File: config.mk
export PLATFORM = sky130hd
export DESIGN_NAME = i2c_master_transaction_sequencer_top
export DESIGN_NICKNAME = d
export VERILOG_FILES = /design/src/rtl/i2cmts_pkg.sv /design/src/rtl/i2cmts_ram.sv /design/src/rtl/i2cmts_ctrl.sv /design/src/rtl/i2c_master_transaction_sequencer_top.sv
export SDC_FILE = /design/constraint.sdc
export NUM_CORES = 1
export LEC_CHECK = 0
export CORE_ASPECT_RATIO = 0.7
export CORE_MARGIN = 2
export CORE_UTILIZATION = 60
export CTS_CLUSTER_DIAMETER = 40
export DETAILED_ROUTE_END_ITERATION = 10
export DONT_BUFFER_PORTS = 1
export HOLD_SLACK_MARGIN = 0.05
export PLACE_DENSITY = 0.82
export SLEW_MARGIN = 20
export SYNTH_ARGS = -nofsm -noshare
export SYNTH_HDL_FRONTEND = slang
export SYNTH_SLANG_ARGS = --single-unit
File: constraint.sdc
create_clock -name i_clk -period 4.36 [get_ports i_clk]
set_clock_uncertainty 0.05 [all_clocks]
set_input_delay 0.218 -clock i_clk [delete_from_list [all_inputs] [get_ports i_clk]]
set_output_delay 0.218 -clock i_clk [all_outputs]
set_load 0.02 [all_outputs]
File: src/rtl/i2cmts_pkg.sv
// ============================================================================
// i2cmts_pkg: shared types and constants of the I2C master sequencer.
// Command, action and status codes, the input item and the decision record.
// ============================================================================
package i2cmts_pkg;

    typedef enum logic [2:0] {
        CMD_STATUS     = 3'd0,
        CMD_BEGIN_RD   = 3'd1,
        CMD_BEGIN_WR   = 3'd2,
        CMD_BEGIN_WRRD = 3'd3,
        CMD_STOP       = 3'd4,
        CMD_LOAD       = 3'd5
    } t_cmd;

    typedef enum logic [3:0] {
        ACT_NONE         = 4'd0,
        ACT_START        = 4'd1,
        ACT_STOP         = 4'd2,
        ACT_SEND         = 4'd3,
        ACT_ACK          = 4'd4,
        ACT_NACK         = 4'd5,
        ACT_CLEAR        = 4'd6,
        ACT_RECOVER      = 4'd7,
        ACT_STOP_RECOVER = 4'd8
    } t_action;

    typedef enum logic [1:0] {
        DONE_OK        = 2'd0,
        DONE_ADDR_NACK = 2'd1,
        DONE_DATA_NACK = 2'd2
    } t_done;

    typedef enum logic [3:0] {
        PH_IDLE = 4'b0001,
        PH_RECV = 4'b0010,
        PH_SEND = 4'b0100,
        PH_WRRD = 4'b1000
    } t_phase;

    // Bus controller status codes, low three bits masked off.
    localparam logic [7:0] ST_MASK         = 8'hF8;
    localparam logic [7:0] ST_NONE         = 8'h00;
    localparam logic [7:0] ST_START        = 8'h08;
    localparam logic [7:0] ST_RESTART      = 8'h10;
    localparam logic [7:0] ST_TX_ADDR_ACK  = 8'h18;
    localparam logic [7:0] ST_TX_ADDR_NACK = 8'h20;
    localparam logic [7:0] ST_TX_DATA_ACK  = 8'h28;
    localparam logic [7:0] ST_TX_DATA_NACK = 8'h30;
    localparam logic [7:0] ST_RX_ADDR_ACK  = 8'h40;
    localparam logic [7:0] ST_RX_ADDR_NACK = 8'h48;
    localparam logic [7:0] ST_RX_DATA_ACK  = 8'h50;
    localparam logic [7:0] ST_RX_DATA_NACK = 8'h58;

    localparam logic [7:0] ADDR_WR_MASK = 8'hFE;
    localparam logic [7:0] ADDR_RD_BIT  = 8'h01;

    typedef struct packed {
        t_cmd       command;
        logic [7:0] status_code;
        logic [7:0] read_data;
        logic [7:0] bus_address;
        logic [7:0] byte_count;
        logic [5:0] prefix_count;
        logic [4:0] store_index;
        logic [7:0] store_value;
    } t_item;

    // One decision; the store byte is filled in from the RAM in the cycle after.
    typedef struct packed {
        t_action    action;
        logic       send_valid;
        logic       send_from_store;
        logic [7:0] send_byte;
        logic       rx_valid;
        logic [7:0] rx_byte;
        logic [7:0] rx_index;
        logic       done_valid;
        t_done      done_status;
        logic       busy;
        logic       refused;
    } t_dec;

endpackage

File: src/rtl/i2cmts_ram.sv
// ============================================================================
// i2cmts_ram: generic single-port-write, single-port-read RAM.
// One write and one registered read per cycle.
// ============================================================================
module i2cmts_ram #(
    parameter int WIDTH = 8,
    parameter int DEPTH = 32
) (
    input  logic                     i_clk,
    input  logic                     i_we,
    input  logic [$clog2(DEPTH)-1:0] i_waddr,
    input  logic [WIDTH-1:0]         i_wdata,
    input  logic                     i_re,
    input  logic [$clog2(DEPTH)-1:0] i_raddr,
    output logic [WIDTH-1:0]         o_rdata
);

    logic [WIDTH-1:0] r_mem [DEPTH];
    logic [WIDTH-1:0] r_rdata;

    always_ff @(posedge i_clk) begin
        if (i_we) begin
            r_mem[i_waddr] <= i_wdata;
        end
        if (i_re) begin
            r_rdata <= r_mem[i_raddr];
        end
    end

    assign o_rdata = r_rdata;

endmodule

File: src/rtl/i2cmts_ctrl.sv
// ============================================================================
// i2cmts_ctrl: transaction state and per-item decision.
// Holds the phase and counters, decides one action per item, drives the store.
// ============================================================================
module i2cmts_ctrl #(
    parameter int STORE_DEPTH = 32
) (
    input  logic                           i_clk,
    input  logic                           i_rst_n,
    input  logic                           i_accept,
    input  i2cmts_pkg::t_item              i_item,
    output i2cmts_pkg::t_dec               o_dec,
    output logic                           o_ram_we,
    output logic [$clog2(STORE_DEPTH)-1:0] o_ram_waddr,
    output logic [7:0]                     o_ram_wdata,
    output logic                           o_ram_re,
    output logic [$clog2(STORE_DEPTH)-1:0] o_ram_raddr
);

    localparam int SPW = $clog2(STORE_DEPTH);
    localparam logic [SPW-1:0] PTR_LAST = SPW'(STORE_DEPTH - 1);

    i2cmts_pkg::t_phase r_phase, n_phase;
    logic [7:0]     r_target, n_target;
    logic [7:0]     r_read_rem, n_read_rem;
    logic [7:0]     r_write_rem, n_write_rem;
    logic [5:0]     r_prefix_rem, n_prefix_rem;
    logic [SPW-1:0] r_send_ptr, n_send_ptr;
    logic [7:0]     r_recv_ptr, n_recv_ptr;

    i2cmts_pkg::t_dec dec;
    logic [7:0]       st;
    logic             busy;
    logic             take_store;
    logic             data_nack;

    assign st   = i_item.status_code & i2cmts_pkg::ST_MASK;
    assign busy = (r_phase != i2cmts_pkg::PH_IDLE);

    always_comb begin
        n_phase      = r_phase;
        n_target     = r_target;
        n_read_rem   = r_read_rem;
        n_write_rem  = r_write_rem;
        n_prefix_rem = r_prefix_rem;
        n_send_ptr   = r_send_ptr;
        n_recv_ptr   = r_recv_ptr;
        take_store   = 1'b0;
        data_nack    = 1'b0;
        dec          = '0;
        dec.action      = i2cmts_pkg::ACT_NONE;
        dec.done_status = i2cmts_pkg::DONE_OK;

        unique case (i_item.command)
            i2cmts_pkg::CMD_BEGIN_RD, i2cmts_pkg::CMD_BEGIN_WR,
            i2cmts_pkg::CMD_BEGIN_WRRD: begin
                if (busy) begin
                    dec.refused = 1'b1;
                end else begin
                    n_send_ptr = '0;
                    n_recv_ptr = '0;
                    dec.action = i2cmts_pkg::ACT_START;
                    if (i_item.command == i2cmts_pkg::CMD_BEGIN_RD) begin
                        n_target   = i_item.bus_address | i2cmts_pkg::ADDR_RD_BIT;
                        n_read_rem = i_item.byte_count;
                        n_phase    = i2cmts_pkg::PH_RECV;
                    end else if (i_item.command == i2cmts_pkg::CMD_BEGIN_WR) begin
                        n_target    = i_item.bus_address;
                        n_write_rem = i_item.byte_count;
                        n_phase     = i2cmts_pkg::PH_SEND;
                    end else begin
                        n_target     = i_item.bus_address & i2cmts_pkg::ADDR_WR_MASK;
                        n_read_rem   = i_item.byte_count;
                        n_prefix_rem = i_item.prefix_count;
                        n_phase      = i2cmts_pkg::PH_WRRD;
                    end
                end
            end
            i2cmts_pkg::CMD_STOP: begin
                dec.action = i2cmts_pkg::ACT_STOP_RECOVER;
                n_phase    = i2cmts_pkg::PH_IDLE;
            end
            i2cmts_pkg::CMD_LOAD: begin
                // Store writes are handled on the RAM port below.
            end
            i2cmts_pkg::CMD_STATUS: begin
                unique case (st)
                    i2cmts_pkg::ST_START: begin
                        dec.send_byte  = r_target;
                        dec.send_valid = 1'b1;
                        dec.action     = i2cmts_pkg::ACT_SEND;
                    end
                    i2cmts_pkg::ST_RX_ADDR_ACK: begin
                        dec.action = (r_read_rem > 8'd1) ? i2cmts_pkg::ACT_ACK
                                                         : i2cmts_pkg::ACT_NACK;
                    end
                    i2cmts_pkg::ST_RX_ADDR_NACK, i2cmts_pkg::ST_TX_ADDR_NACK: begin
                        dec.action      = i2cmts_pkg::ACT_STOP;
                        n_phase         = i2cmts_pkg::PH_IDLE;
                        dec.done_valid  = 1'b1;
                        dec.done_status = i2cmts_pkg::DONE_ADDR_NACK;
                    end
                    i2cmts_pkg::ST_RX_DATA_ACK: begin
                        n_read_rem   = r_read_rem - 8'd1;
                        dec.rx_byte  = i_item.read_data;
                        dec.rx_index = r_recv_ptr;
                        dec.rx_valid = 1'b1;
                        n_recv_ptr   = r_recv_ptr + 8'd1;
                        dec.action   = (n_read_rem > 8'd1) ? i2cmts_pkg::ACT_ACK
                                                           : i2cmts_pkg::ACT_NACK;
                    end
                    i2cmts_pkg::ST_RX_DATA_NACK: begin
                        dec.rx_byte    = i_item.read_data;
                        dec.rx_index   = r_recv_ptr;
                        dec.rx_valid   = 1'b1;
                        dec.action     = i2cmts_pkg::ACT_STOP;
                        n_phase        = i2cmts_pkg::PH_IDLE;
                        dec.done_valid = 1'b1;
                    end
                    i2cmts_pkg::ST_TX_ADDR_ACK, i2cmts_pkg::ST_TX_DATA_ACK: begin
                        if (r_phase == i2cmts_pkg::PH_SEND) begin
                            if (r_write_rem != 8'd0) begin
                                n_write_rem = r_write_rem - 8'd1;
                                take_store  = 1'b1;
                            end else begin
                                dec.action     = i2cmts_pkg::ACT_STOP;
                                n_phase        = i2cmts_pkg::PH_IDLE;
                                dec.done_valid = 1'b1;
                            end
                        end else if (r_phase == i2cmts_pkg::PH_WRRD) begin
                            if (r_prefix_rem != 6'd0) begin
                                n_prefix_rem = r_prefix_rem - 6'd1;
                                take_store   = 1'b1;
                            end else begin
                                dec.action = i2cmts_pkg::ACT_START;
                            end
                        end else if (st == i2cmts_pkg::ST_TX_DATA_ACK) begin
                            data_nack = 1'b1;
                        end
                    end
                    i2cmts_pkg::ST_TX_DATA_NACK: begin
                        data_nack = 1'b1;
                    end
                    i2cmts_pkg::ST_RESTART: begin
                        if (r_phase == i2cmts_pkg::PH_WRRD) begin
                            n_phase        = i2cmts_pkg::PH_RECV;
                            n_target       = r_target | i2cmts_pkg::ADDR_RD_BIT;
                            dec.send_byte  = n_target;
                            dec.send_valid = 1'b1;
                            dec.action     = i2cmts_pkg::ACT_SEND;
                        end else begin
                            n_phase    = i2cmts_pkg::PH_IDLE;
                            dec.action = i2cmts_pkg::ACT_STOP;
                        end
                    end
                    i2cmts_pkg::ST_NONE: begin
                        dec.action = i2cmts_pkg::ACT_CLEAR;
                    end
                    default: begin
                        dec.action = i2cmts_pkg::ACT_RECOVER;
                        n_phase    = i2cmts_pkg::PH_IDLE;
                    end
                endcase
                if (take_store) begin
                    dec.send_valid      = 1'b1;
                    dec.send_from_store = 1'b1;
                    dec.action          = i2cmts_pkg::ACT_SEND;
                    n_send_ptr = (r_send_ptr == PTR_LAST) ? '0 : r_send_ptr + 1'b1;
                end
                if (data_nack) begin
                    dec.action      = i2cmts_pkg::ACT_STOP;
                    n_phase         = i2cmts_pkg::PH_IDLE;
                    dec.done_valid  = 1'b1;
                    dec.done_status = i2cmts_pkg::DONE_DATA_NACK;
                end
            end
            default: begin
                // Unused command codes leave everything as it is.
            end
        endcase
        dec.busy = (n_phase != i2cmts_pkg::PH_IDLE);
    end

    always_ff @(posedge i_clk) begin
        if (!i_rst_n) begin
            r_phase      <= i2cmts_pkg::PH_IDLE;
            r_target     <= '0;
            r_read_rem   <= '0;
            r_write_rem  <= '0;
            r_prefix_rem <= '0;
            r_send_ptr   <= '0;
            r_recv_ptr   <= '0;
        end else if (i_accept) begin
            r_phase      <= n_phase;
            r_target     <= n_target;
            r_read_rem   <= n_read_rem;
            r_write_rem  <= n_write_rem;
            r_prefix_rem <= n_prefix_rem;
            r_send_ptr   <= n_send_ptr;
            r_recv_ptr   <= n_recv_ptr;
        end
    end

    assign o_dec       = dec;
    assign o_ram_we    = i_accept && (i_item.command == i2cmts_pkg::CMD_LOAD)
                         && (32'(i_item.store_index) < STORE_DEPTH);
    assign o_ram_waddr = SPW'(i_item.store_index);
    assign o_ram_wdata = i_item.store_value;
    assign o_ram_re    = i_accept && take_store;
    assign o_ram_raddr = r_send_ptr;

endmodule

File: src/rtl/i2c_master_transaction_sequencer_top.sv
// ============================================================================
// I2C master transaction sequencer: accepts one transfer per cycle while the
// pipeline has room or the result channel takes results; each result passes
// through stage one, which waits for the send store read, and then the output
// register. Synchronous reset returns to idle with empty pipeline; send store contents are not cleared.
// ============================================================================
module i2c_master_transaction_sequencer_top #(
    parameter int STORE_DEPTH = 32
) (
    input  logic        i_clk,
    input  logic        i_rst_n,
    // Input item channel.
    input  logic        i_s_axis_tvalid,
    output logic        o_s_axis_tready,
    // tdata from bit 0: status_code[7:0], read_data[15:8], bus_address[23:16],
    // byte_count[31:24], prefix_count[37:32], store_index[42:38],
    // store_value[50:43], zero fill[55:51].
    input  logic [55:0] i_s_axis_tdata,
    // tuser: command[2:0].
    input  logic [2:0]  i_s_axis_tuser,
    // Result channel.
    output logic        o_m_axis_tvalid,
    input  logic        i_m_axis_tready,
    // tdata from bit 0: send_byte[7:0], send_valid[8], rx_byte[16:9],
    // rx_index[24:17], rx_valid[25], done_valid[26], done_status[28:27],
    // busy_res[29], start_refused[30], zero fill[31].
    output logic [31:0] o_m_axis_tdata,
    // tuser: bus_action[3:0].
    output logic [3:0]  o_m_axis_tuser
);

    localparam int SPW = $clog2(STORE_DEPTH);

    // The decision is made and the transaction state updated in the cycle an
    // input transfer is accepted; a store read is launched at the same time.
    // Stage one holds the decision while the RAM answers, then the result is
    // assembled into the output register. Stage one only advances when the
    // output register is empty or being drained, and the RAM read data only
    // changes on a new accept, so a stalled result keeps its store byte.

    i2cmts_pkg::t_item item;
    i2cmts_pkg::t_dec  dec;
    logic              accept;
    logic              s1_adv;

    logic              ram_we;
    logic [SPW-1:0]    ram_waddr;
    logic [7:0]        ram_wdata;
    logic              ram_re;
    logic [SPW-1:0]    ram_raddr;
    logic [7:0]        ram_rdata;

    logic              r_s1_valid;
    i2cmts_pkg::t_dec  r_s1_dec;
    logic              r_out_valid;
    logic [31:0]       r_out_data;
    logic [3:0]        r_out_user;
    logic [7:0]        send_byte;

    assign item.command      = i2cmts_pkg::t_cmd'(i_s_axis_tuser);
    assign item.status_code  = i_s_axis_tdata[7:0];
    assign item.read_data    = i_s_axis_tdata[15:8];
    assign item.bus_address  = i_s_axis_tdata[23:16];
    assign item.byte_count   = i_s_axis_tdata[31:24];
    assign item.prefix_count = i_s_axis_tdata[37:32];
    assign item.store_index  = i_s_axis_tdata[42:38];
    assign item.store_value  = i_s_axis_tdata[50:43];

    assign s1_adv          = r_s1_valid && (!r_out_valid || i_m_axis_tready);
    assign o_s_axis_tready = !r_s1_valid || !r_out_valid || i_m_axis_tready;
    assign accept          = i_s_axis_tvalid && o_s_axis_tready;

    i2cmts_ctrl #(
        .STORE_DEPTH (STORE_DEPTH)
    ) u_ctrl (
        .i_clk       (i_clk),
        .i_rst_n     (i_rst_n),
        .i_accept    (accept),
        .i_item      (item),
        .o_dec       (dec),
        .o_ram_we    (ram_we),
        .o_ram_waddr (ram_waddr),
        .o_ram_wdata (ram_wdata),
        .o_ram_re    (ram_re),
        .o_ram_raddr (ram_raddr)
    );

    // Send store: filled by load commands, read once per data byte sent.
    i2cmts_ram #(
        .WIDTH (8),
        .DEPTH (STORE_DEPTH)
    ) u_store (
        .i_clk   (i_clk),
        .i_we    (ram_we),
        .i_waddr (ram_waddr),
        .i_wdata (ram_wdata),
        .i_re    (ram_re),
        .i_raddr (ram_raddr),
        .o_rdata (ram_rdata)
    );

    // Stage one: decision waiting for the store byte.
    always_ff @(posedge i_clk) begin
        if (!i_rst_n) begin
            r_s1_valid <= 1'b0;
        end else if (accept) begin
            r_s1_valid <= 1'b1;
        end else if (s1_adv) begin
            r_s1_valid <= 1'b0;
        end
    end

    always_ff @(posedge i_clk) begin
        if (accept) begin
            r_s1_dec <= dec;
        end
    end

    assign send_byte = r_s1_dec.send_from_store ? ram_rdata : r_s1_dec.send_byte;

    // Output register.
    always_ff @(posedge i_clk) begin
        if (!i_rst_n) begin
            r_out_valid <= 1'b0;
        end else if (s1_adv) begin
            r_out_valid <= 1'b1;
        end else if (i_m_axis_tready) begin
            r_out_valid <= 1'b0;
        end
    end

    always_ff @(posedge i_clk) begin
        if (s1_adv) begin
            r_out_data <= {1'b0, r_s1_dec.refused, r_s1_dec.busy,
                           r_s1_dec.done_status, r_s1_dec.done_valid,
                           r_s1_dec.rx_valid, r_s1_dec.rx_index, r_s1_dec.rx_byte,
                           r_s1_dec.send_valid, send_byte};
            r_out_user <= r_s1_dec.action;
        end
    end

    assign o_m_axis_tvalid = r_out_valid;
    assign o_m_axis_tdata  = r_out_data;
    assign o_m_axis_tuser  = r_out_user;

endmodule

==> flow_metrics.tcl, run 1 <==
set metrics [dict create \
    ant_nets 0 \
    highest_layer "met4" \
    syn_inst 1007 \
    vias 9519 \
    portBuffers 0 \
    avgViaCountPerCell 6.569 \
    reg2reg_to "u_store.r_mem[21][7]$_DFFE_PP_" \
    wire_per_inst_microns 24.95 \
    irDropWorstVdd_mv 0.4018 \
    placedCellCount 1316 \
    synth_ff_type "edfxtp_1" \
    power_frac_comb 0.044 \
    multiInputGateArea_sq_mm 0.004667 \
    drc 0 \
    switching_power_mw 1.676 \
    grt_start_max_net_pins 69 \
    worst_setup_path_start_kind "register" \
    async_flop_share 0 \
    intPower_mw 6.077 \
    synth_seq_cells 384 \
    final-setup-viol-count 0 \
    die_w_microns 199.1 \
    seq_area_sq_mm 0.01105 \
    outcome "finished, final reports clean" \
    min_period_ns 3.537 \
    cts_inserted_buffers 39 \
    routed-wl-met2_microns 16300 \
    final_layout_size_suffix_gt1_frac 0.1771 \
    synthesis.nets 1080 \
    core_area_sq_mm 0.02593 \
    die_h_microns 140.6 \
    grt_pass1_vias 9216 \
    reg2regPathDepth 5 \
    clk-insertion-delay-late_ns 0.55 \
    crit_fanout 8 \
    drv_slew 0 \
    arrival_ns 3.64 \
    dp_hpwl_microns 22070 \
    syn_area_per_cell_sq_um 15.88 \
    cts-root-buf "clkbuf_16" \
    clock.fmax_ghz 0.2827 \
    synthTopCellsByArea "edfxtp_1 63%, mux4_2 11%, dfxtp_1 6.1%" \
    clkSlewWorstSetupHoldPaths_ns 0.06 \
    wl_met1_microns 14540 \
    hp-class "in2reg" \
    syn_area_sq_mm 0.01599 \
    cts_tree "built" \
    start_util 0.6165 \
    dr.first_iter.drc_count 1467 \
    area_delta_synth_final_pct 14.42 \
    gp_congestion 0.9401 \
    min_delay_path_depth 4 \
    finalHoldViolations 0 \
    rows 49 \
    rsz0062_at_grt "false" \
    worstReg2RegStart "o_m_axis_tvalid$_SDFFE_PN0P_" \
    end_kind "register" \
    final.setup.tns_ns 0 \
    max-slew-margin-rel 0.3071 \
    cp.required_ns 4.46 \
    synthDistinctLibCells 71 \
    drt_wl_total_microns 36160 \
    pre_cts_slack_ns 0.9144 \
    numClockSinks 384 \
    ff2ff_setup_slack_ns 0.82 \
    maxCapViolations 0 \
    layout.cells.non_filler 1449 \
    p_total_mw 7.753 \
    wl_met3_microns 4544 \
    grt_pass1_wl_microns 55080 \
    firstDrtPassIters 5 \
    fin_ws_ns 0.8230 \
    ios 101 \
    period_share 0.8112 \
    mostFrequentLayoutCells "335 x edfxtp_1, 80 x mux4_2, 79 x nor2_1" \
    clockBufferDepth 3 \
    yosysTopAreaCell "edfxtp_1" \
    hold_start "i_s_axis_tdata[6]" \
    final_common_cell "edfxtp_1" \
    min_to "r_s1_dec[33]$_DFFE_PP_" \
    p_sw_frac 0.2162 \
    die_area_sq_mm 0.02799 \
    power_density_mw_per_mm2 423.8 \
    antenna_found_initial 2 \
    final_core_util 0.7055 \
    worstSetupPathType "reg2reg" \
    synth_enable_flop_cells 335 \
    grt_overflow 0 \
    nNetsFinal 1133 \
    grtUsageTotal 0.2670 \
    ys_seq_area_frac 0.6905 \
    ys_warn_count 0 \
    pwr-share-clk 0.428 \
    p_leak_nw 5.799 \
    worstMarginPinSlew_ns 1.038 \
    htreeDepth 2 \
    seq_power_share 0.528 \
    num-fill-cells 1544 \
    ctsResizeCount 0 \
    yosysTopAreaCellShare 0.6292 \
]
-- state kept, by name, indices dropped and copies added, names as in the netlist --
register / flops
o_m_axis_tdata: 31
u_ctrl.r_target: 8
u_ctrl.r_prefix_rem: 6
u_ctrl.r_write_rem: 8
r_s1_dec: 36
u_ctrl.r_read_rem: 8
o_m_axis_tuser: 4
o_m_axis_tvalid: 1
u_ctrl.r_phase: 4
u_ctrl.r_recv_ptr: 8
u_store.r_mem: 256
r_s1_valid: 1
u_store.o_rdata: 8
u_ctrl.o_ram_raddr: 5
-- cells in the mapped netlist (all sizes together), types with 18 or more instances --
library cell / n
edfxtp: 335
nor3: 23
nor2: 79
and2: 26
clkbuf: 41
inv: 18
a21oi: 54
dfxtp: 49
nand3: 25
mux4: 80
o21ai: 23
nand2: 60
-- repair_timing --
item,4_1_cts,5_1_grt
buffers inserted,0,0
hold buffers,59,0
hold endpoints to repair,317,0
-- power groups by stage --
stage	logic, mW	registers, mW	clock network (mW)
after floorplan	0.188	4.16	0
after global placement	0.213	4.17	0
after detailed placement	0.219	4.17	0
after CTS	0.326	4.09	3.37
after global routing	0.366	4.10	3.51
final	0.339	4.09	3.32
-- per-stage QoR --
step / hold WS, ns / cell area [sq um]
after floorplan: 0.2669 / 15990
after global placement: 0.2547 / 16290
after detailed placement: 0.2546 / 16290
after CTS: 0.05425 / 18260
after global routing: 0.08966 / 18290
final: 0.07863 / 18300
-- cell families (layout without fill, tap and decap cells) --
family,count (synthesis),count (layout),share of synthesized area
and+or+nand+nor,279,279,0.08843
xor gates and xnor gates,7,7,0.003834
muxes,98,98,0.1252
AOI/OAI and AO/OA,153,153,0.06487
other,1,3,0.0002345
buffers and inverters,75,158,0.01909
adders and majority gates,10,10,0.007825
DFF,384,384,0.6905
-- metal layers --
layer	global-route usage	vias to the layer above
li1	-	4108
met1	0.3978	4766
met2	0.3891	571
met3	0.07990	74
met4	0.07148	0
met5	0	-
-- critical path: stages, from the launching register on --
cell and delay, ns:
dfxtp_1 0.43, nand3b_1 0.44, nand2_1 0.20, nor4_1 0.66
nand3b_1 0.55, nor2_1 0.82
-- worst max path at each step --
stage,from,to,cells after the start
3_3_place_gp,o_m_axis_tvalid$_SDFFE_PN0P_,u_store.r_mem[20][7]$_DFFE_PP_,5
2_1_floorplan,o_m_axis_tvalid$_SDFFE_PN0P_,o_m_axis_tdata[0]$_DFFE_PP_,1
5_1_grt,o_m_axis_tvalid$_SDFFE_PN0P_,u_store.r_mem[3][4]$_DFFE_PP_,5
6_report,o_m_axis_tvalid$_SDFFE_PN0P_,u_store.r_mem[21][7]$_DFFE_PP_,5
3_5_place_dp,o_m_axis_tvalid$_SDFFE_PN0P_,u_store.r_mem[8][3]$_DFFE_PP_,5
4_1_cts,o_m_axis_tvalid$_SDFFE_PN0P_,u_store.r_mem[21][7]$_DFFE_PP_,5
-- area by class of cell --
type	count	share of cell area
flip-flops and latches	384	0.6038
clock buffers	46	0.05649
clock inverters	25	0.01436
inverters	18	0.003693
diodes	2	0.0002736
well taps	357	0.02442
repair buffers	69	0.04185
multi-input cells	548	0.2551
Note: power is estimated with default switching activity, not from simulation.
==> run 2: changes to the inputs <==
==> constraint.sdc (replaced) <==
create_clock -name i_clk -period 3.6 [get_ports i_clk]
set_clock_uncertainty 0.05 [all_clocks]
set_input_delay 0.18 -clock i_clk [delete_from_list [all_inputs] [get_ports i_clk]]
set_output_delay 0.18 -clock i_clk [all_outputs]
set_load 0.02 [all_outputs]
==> flow_metrics.tcl, run 2 (synthesis results as in run 1) <==
set metrics [dict create \
    clock.fmax_ghz 0.3191 \
    vias 9704 \
    power_density_mw_per_mm2 508.6 \
    hp-class "in2reg" \
    ctsHoldBuffers 67 \
    wire_per_inst_microns 24.89 \
    worst_setup_path_start_kind "register" \
    portBuffers 0 \
    dp_hpwl_microns 22690 \
    cts-root-buf "clkbuf_16" \
    antenna_found_initial 0 \
    grt_pass1_vias 9593 \
    max-slew-margin-rel 0.3232 \
    stdcell_area_sq_mm 0.01869 \
    final_layout_size_suffix_gt1_frac 0.2035 \
    worstSetupPathType "reg2reg" \
    min_period_ns 3.134 \
    grt_pass1_wl_microns 56830 \
    antenna_cells 0 \
    die_h_microns 140.6 \
    core_area_sq_mm 0.02593 \
    period_share 0.8706 \
    hold-worst-slack_ns 0.06535 \
    crit_chain "nor4b_4 > o2111a_1 > nand2_1 > nor2_1 > o221a_2 > dlygate4sd3_1" \
    clkSlewWorstSetupHoldPaths_ns 0.07 \
    p_total_mw 9.505 \
    placed_area_sq_mm 0.01659 \
    path_buf_inv 1 \
    p_leak_nw 6.060 \
    final_common_cell "edfxtp_1" \
    num-fill-cells 1521 \
    final.setup.tns_ns 0 \
    drc 0 \
    regMostFlops "u_store.r_mem" \
    cts_inserted_buffers 39 \
    ctsResizeCount 0 \
    nNetsFinal 1178 \
    largest_reg_flops 256 \
    finalHoldViolations 0 \
    final-setup-viol-count 0 \
    irDropWorstVdd_mv 0.5226 \
    cts_setup_buffers 0 \
    dr.first_iter.drc_count 1342 \
    area_delta_synth_final_pct 16.88 \
    cpMaxStageDelayCell "dfxtp_1" \
    end_kind "register" \
    mostFrequentLayoutCells "335 x edfxtp_1, 80 x mux4_2, 79 x nor2_1" \
    cts_tree "built" \
    clk-insertion-delay-late_ns 0.54 \
    ant_nets 0 \
    arrival_ns 3.57 \
    maxCapViolations 0 \
    avgViaCountPerCell 6.504 \
    clockBufferDepth 3 \
    gp_congestion 0.9476 \
    cpPeakStageDelay_ns 0.66 \
    cp.required_ns 4.03 \
    crit_family "simple AND/OR/NAND/NOR gates" \
    die_w_microns 199.1 \
    start_util 0.6165 \
    drv_slew 0 \
    drt_wl_total_microns 37140 \
    crit_fanout 14 \
    grt_start_max_net_pins 53 \
    grt_overflow 0 \
    numClockSinks 384 \
    htreeDepth 2 \
    grtUsageTotal 0.2728 \
    die_area_sq_mm 0.02799 \
    rsz0062_at_grt "false" \
    rows 49 \
    outcome "finished, final reports clean" \
    ios 101 \
    worstMarginPinSlew_ns 1.015 \
    firstDrtPassIters 5 \
]
run 2: cell count changes in the layout (fill, tap and decap cells not counted), moves of 2 or more:
cell and change:
buf_12 +2, buf_4 +35, clkinv_1 -3, clkinv_2 +2, diode_2 -2, dlygate4sd3_1 +8, inv_8 +2
run 2: path summary, 6_finish.rpt:
check / startpoint / end / slack (ns) / depth (start not counted)
setup reg to reg: u_ctrl.r_phase[0]$_SDFFE_PN1P_ / u_ctrl.r_phase[2]$_SDFFE_PN0P_ / 0.47 / 6
setup / recovery: u_ctrl.r_phase[0]$_SDFFE_PN1P_ / u_ctrl.r_phase[2]$_SDFFE_PN0P_ / 0.47 / 6
hold / removal: i_s_axis_tuser[0] / r_s1_dec[1]$_DFFE_PP_ / 0.07 / 3
hold reg to reg: r_s1_dec[11]$_SDFFCE_PN0P_ / o_m_axis_tdata[23]$_DFFE_PP_ / 0.37 / 0
run 2: worst min-delay path, delay by kind of cell:
kind | cells | cell delay [ns]
AO/OA/AOI/OAI | 2 | 0.23
AND/OR/NAND/NOR | 1 | 0.07
run 2: cell type report:
class,count,area [sq um],share of cell area
well taps,357,446.7,0.02390
multi-input cells,548,4661,0.2494
repair buffers,114,1149,0.06146
inverters,18,67.56,0.003615
flip-flops and latches,384,11050,0.5911
clock buffers,45,1020,0.05457
clock inverters,26,299.0,0.01600
run 2: report_power, final:
| part | internal [mW] | switching (mW) |
|---|---|---|
| Clock | 2.37 | 1.75 |
| Sequential | 4.90 | 0.0620 |
| Combinational | 0.160 | 0.265 |
run 2: layer usage:
layer	share of wire	global-route usage	wire [microns]
met1	0.41	0.4123	15240
met2	0.46	0.4075	17200
met3	0.11	0.06507	4102
met4	0.016	0.06481	598
met5	0	0	0
run 2: metrics by stage:
stage               worst slack [ns]  std cells  utilization
floorplan                     0.1019       1007            -
global placement              0.8919       1353       0.6397
detailed placement            0.9180       1353       0.6397
CTS                           0.6418       1491       0.7195
global route                  0.3736       1492       0.7206
finish                        0.4658       1492       0.7206
